**src/nps_pkg.sv**
```systemverilog
// Shared constants, codes and control structs for the nearest point search unit.
`timescale 1ns / 1ps
`default_nettype none

package nps_pkg;

    localparam int CAPACITY    = 1024;
    localparam int INDEX_W     = $clog2(CAPACITY);
    localparam int COUNT_W     = $clog2(CAPACITY + 1);
    localparam int COORD_W     = 16;
    localparam int SQ_W        = 2 * COORD_W;
    localparam int DIST_W      = SQ_W + 1;
    localparam int OUT_INDEX_W = 10;
    localparam int CMD_W       = 2;
    localparam int STATUS_W    = 2;
    localparam int S_DATA_W    = 2 * COORD_W;
    localparam int M_DATA_W    = ((OUT_INDEX_W + 7) / 8) * 8;

    localparam logic [CMD_W-1:0] CMD_INSERT = 2'd0;
    localparam logic [CMD_W-1:0] CMD_QUERY  = 2'd1;
    localparam logic [CMD_W-1:0] CMD_CLEAR  = 2'd2;

    localparam logic [STATUS_W-1:0] ST_DONE  = 2'd0;
    localparam logic [STATUS_W-1:0] ST_FULL  = 2'd1;
    localparam logic [STATUS_W-1:0] ST_EMPTY = 2'd2;
    localparam logic [STATUS_W-1:0] ST_BAD   = 2'd3;

    // Commands from the controller to the datapath.
    typedef struct packed {
        logic take;      // input item accepted this cycle
        logic scan;      // issue one table read this cycle
        logic finish;    // scan drained, latch the best index as the result
        logic load_out;  // move the pending result into the output register
    } nps_cmd_t;

    // Status from the datapath to the controller.
    typedef struct packed {
        logic count_zero;  // table holds no points
        logic scan_last;   // current read address is the last stored entry
        logic pipe_empty;  // no read is in flight in the distance pipeline
    } nps_status_t;

endpackage : nps_pkg

`default_nettype wire

```
**src/nps_ctrl.sv**
```systemverilog
// Controller state machine: input handshake, scan sequencing and output valid.
`timescale 1ns / 1ps
`default_nettype none

module nps_ctrl (
    input  wire logic                       aclk,
    input  wire logic                       aresetn,
    input  wire logic                       s_tvalid,
    output logic                            s_tready,
    input  wire logic [nps_pkg::CMD_W-1:0]  in_cmd,
    output logic                            m_tvalid,
    input  wire logic                       m_tready,
    output nps_pkg::nps_cmd_t               cmd,
    input  wire nps_pkg::nps_status_t       status
);
    import nps_pkg::*;

    typedef enum logic [3:0] {
        S_IDLE  = 4'b0001,
        S_SCAN  = 4'b0010,
        S_DRAIN = 4'b0100,
        S_REPLY = 4'b1000
    } state_t;

    state_t state_reg, state_next;
    logic   m_tvalid_reg, m_tvalid_next;
    logic   out_free;

    assign out_free = !m_tvalid_reg || m_tready;
    assign s_tready = (state_reg == S_IDLE);
    assign m_tvalid = m_tvalid_reg;

    always_comb begin
        state_next   = state_reg;
        cmd.take     = 1'b0;
        cmd.scan     = 1'b0;
        cmd.finish   = 1'b0;
        cmd.load_out = 1'b0;
        unique case (state_reg)
            S_IDLE: begin
                if (s_tvalid) begin
                    cmd.take = 1'b1;
                    if ((in_cmd == CMD_QUERY) && !status.count_zero) begin
                        state_next = S_SCAN;
                    end else begin
                        state_next = S_REPLY;
                    end
                end
            end
            S_SCAN: begin
                cmd.scan = 1'b1;
                if (status.scan_last) begin
                    state_next = S_DRAIN;
                end
            end
            S_DRAIN: begin
                if (status.pipe_empty) begin
                    cmd.finish = 1'b1;
                    state_next = S_REPLY;
                end
            end
            S_REPLY: begin
                if (out_free) begin
                    cmd.load_out = 1'b1;
                    state_next   = S_IDLE;
                end
            end
            default: begin
                state_next = S_IDLE;
            end
        endcase
    end

    always_comb begin
        m_tvalid_next = m_tvalid_reg;
        if (cmd.load_out) begin
            m_tvalid_next = 1'b1;
        end else if (m_tready) begin
            m_tvalid_next = 1'b0;
        end
    end

    always_ff @(posedge aclk) begin
        if (!aresetn) begin
            state_reg    <= S_IDLE;
            m_tvalid_reg <= 1'b0;
        end else begin
            state_reg    <= state_next;
            m_tvalid_reg <= m_tvalid_next;
        end
    end

endmodule : nps_ctrl

`default_nettype wire

```
**config.mk**
```make
export PLATFORM = sky130hd
export DESIGN_NAME = nps_ctrl
export DESIGN_NICKNAME = d
export VERILOG_FILES = /design/src/nps_pkg.sv /design/src/nps_ctrl.sv
export SDC_FILE = /design/constraint.sdc
export NUM_CORES = 1
export LEC_CHECK = 0
export ABC_AREA = 1
export BUFFER_PORTS_ARGS = -buffer_cell sky130_fd_sc_hd__buf_2
export CORE_AREA = 2 2 39 41
export CTS_BUF_LIST = sky130_fd_sc_hd__clkbuf_16
export DETAILED_ROUTE_END_ITERATION = 6
export DIE_AREA = 0 0 41 43
export GPL_TIMING_DRIVEN = 1
export PLACE_DENSITY = 0.47
export SLEW_MARGIN = 20
export SYNTH_ARGS = -nofsm -noshare
export SYNTH_HDL_FRONTEND = slang
export SYNTH_SLANG_ARGS = --single-unit
```
**constraint.sdc**
```tcl
create_clock -name aclk -period 1.4 [get_ports aclk]
set_input_delay 0.07 -clock aclk [delete_from_list [all_inputs] [get_ports aclk]]
set_output_delay 0.07 -clock aclk [all_outputs]
set_load 0.02 [all_outputs]
```
==> key figures <==
Status
  • Status: completed

CTS
  • Clk root buf: clkbuf_16
  • CTS Sinks: 5
  • Post-CTS Setup Bufs: 0
  • Worst-path clk slew: approximately 30 ps
  • Hold Buf Count CTS: 0
  • Post-CTS Resized: 0
  • CTS buffer count: 3
  • H-tree levels: 1
  • CTS tree: built
  • Skew-Pair Late Insertion Delay: 220 ps
  • CTS max path bufs: 2

Timing
  • Tcrit/Tclk final: 87.0%
  • Count of final setup violators: 0
  • Final Max Tran Viols: 0
  • Relative slew slack: 84.4%
  • Worst Skew: between 0.1 and 0.15 ps
  • RSZ-0062 raised after global routing: no
  • Tmin final: 1220 ps
  • Fmax: ~820 MHz
  • Fin. Hold Viols: 0
  • Final worst slack: 182 ps
  • Worst-Margin Slew: 234 ps
  • Sum of negative setup slack: 0 ps

Layout
  • Total Nets Final: 85
  • # diodes: 0
  • Design area: ~500 µm²
  • Fin util: a little over a third
  • Layout cell share with drive strength beyond 1: 34.7%
  • Area grow syn2layout: 47.3%
  • Fill count: 166
  • Max reg flops: 4

Floorplanning
  • Chip height: 43 µm
  • Initial Utilization: 24.7%
  • Cell Rows: 14
  • Die Wd: 41 µm
  • Total die area: 1760 µm²
  • Core area: 1380 µm²
  • I/O pins: 15

Worst setup path
  • CP Class: reg2out
  • R2R Path Start: state_reg[3]
  • CP Max Fanout: 4
  • Endpoint class of the critical path: output port
  • R2R Setup Slk: around 260 ps
  • Reg2Reg Depth: 7
  • Req. time, crit path: 1330 ps
  • Worst r2r dst: state_reg[1]
  • WP data arrival: 1150 ps
  • Startpoint Class: flip-flop

Yosys
  • Number of synthesized flops with an enable pin: 0
  • Synth warn: 0
  • Syn Area/Cell: 5.89 µm²
  • Commonest cells post-synth: nor2_1 (13), nand2_1 (11), inv_1 (9)
  • Netlist cell types: 15
  • Sequential share of the synthesized area: 29.3%
  • Synth top area share: between 20% and 30%
  • Synth Net Count: 67
  • Most common cell in the netlist: nor2_1
  • Synth area leader: dfxtp_1
  • Syn Inst Count: 58
  • Post-synth top flop: dfxtp_1
  • Seq cells post-synth: 5
  • Synth async-reset ratio: 0%
  • Cells taking the most area after synthesis: dfxtp_1 (29%), nor2_1 (14%), nand2_1 (12%)
  • Mapped Area: between 300 and 400 µm²

Pwr
  • Seq pwr share: between 20 and 25%
  • Clock power share: 38.8%
  • Static Leak: 0.303 nW
  • Total power: ~1.2 mW
  • PD cells: 2330 nW/µm²
  • Combinational group share of total power: 40.9%
  • Internal: between 0.7 and 0.8 mW
  • Net Sw Frac: 37.8%
  • Switching pwr: roughly 0.44 mW
  • Worst-case vdd ir drop: 786 µV

Drt
  • Avg WL per Cell: 8.41 µm
  • DRC: 0
  • Vias per inst: 4.19
  • Detailed Route Iter0 Violations: 6
  • Vias: roughly 380
  • Pre-antenna DRT Iters: 4
  • Final ANT Viol Nets: 0
  • WL final: 765 µm

Place
  • I/O Buffers: 14
  • Area of placed instances: about 420 µm²
  • HPWL Detailed: 619 µm
  • Final GP Congestion: between 0.7 and 0.8
  • Worst slack, placed: 276 ps

Global route
  • GRT Overall Usage: 11.0%
  • Vias in the first global route: 328
  • First-pass GRT wire length: ~1300 µm
  • GRT Residual Overflow: 0
  • Initial antenna violation count: 0
  • Largest net degree at the start of global routing: 8

Job
  • Max_cap viols: 0

Worst hold path
  • Worst hold path type: in2reg
  • Hold EP: state_reg[0]
  • Hold Crit Depth: 2
  • Hold Startpoint: aresetn
## per-stage QoR
step | hold WS (ps) | std cells
final | 86.9 | 91
after global routing | 117 | 91
after CTS | 89.4 | 91
after detailed placement | 317 | 87
after global placement | 323 | 87
after floorplan | 154 | 58
## power groups by stage
stage	sequential [mW]	combinational, mW	clock (mW)
3_5_place_dp	0.240	0.473	0
3_3_place_gp	0.241	0.479	0
6_report	0.238	0.479	0.455
4_1_cts	0.238	0.485	0.462
2_1_floorplan	0.236	0.370	0
5_1_grt	0.245	0.549	0.469
## area by class of cell
| cell class | instances | area [µm²] | share of cell area, % |
|---|---|---|---|
| flip-flops and latches | 5 | 100 | 19.9 |
| inverters | 12 | 45.0 | 8.96 |
| multi-input cells | 40 | 189 | 37.6 |
| clock inverters | 1 | 3.75 | 0.746 |
| clock buffers | 3 | 75.1 | 14.9 |
| repair buffers | 14 | 70.1 | 13.9 |
| well taps | 16 | 20.0 | 3.98 |
## worst max path at each step
stage            startpoint      endpoint  slack, ps  cells past startpoint
2_1_floorplan      m_tvalid  state_reg[1]        310                      7
3_3_place_gp   state_reg[3]  state_reg[1]        280                      7
3_5_place_dp   state_reg[3]  state_reg[1]        280                      7
4_1_cts        state_reg[3]        cmd[0]        170                      5
5_1_grt        state_reg[3]        cmd[0]         60                      5
6_report       state_reg[3]        cmd[0]        180                      5
## critical path, cell delays in order (launching register included)
cell     delay, ps
dfxtp_1        390
inv_1           60
nor2_1         120
nand2_1         60
nor2_1         120
buf_2          180
## layer usage
| layer | global-route usage [%] | share of wire, % |
|---|---|---|
| met1 | 12.6 | 43 |
| met2 | 15.3 | 49 |
| met3 | 3.14 | 6.4 |
| met4 | 10.0 | 1.0 |
| met5 | 0 | 0 |
## cell usage in the layout (no fill, tap or decap), drive strengths merged
master	n
dfxtp	5
or2	1
nand2	13
nand3b	1
nor2	17
inv	13
nand3	5
clkbuf	3
buf	14
o21a	1
nor3	1
a21oi	1
## logic make-up after synthesis
logic type | Yosys count | share of synthesized area [%]
AO/OA/AOI/OAI | 2 | 3.66
flip-flops | 5 | 29.3
AND/OR/NAND/NOR | 38 | 51.6
buffers and inverters | 13 | 15.4
No activity file was read; power rests on OpenSTA's default activity.
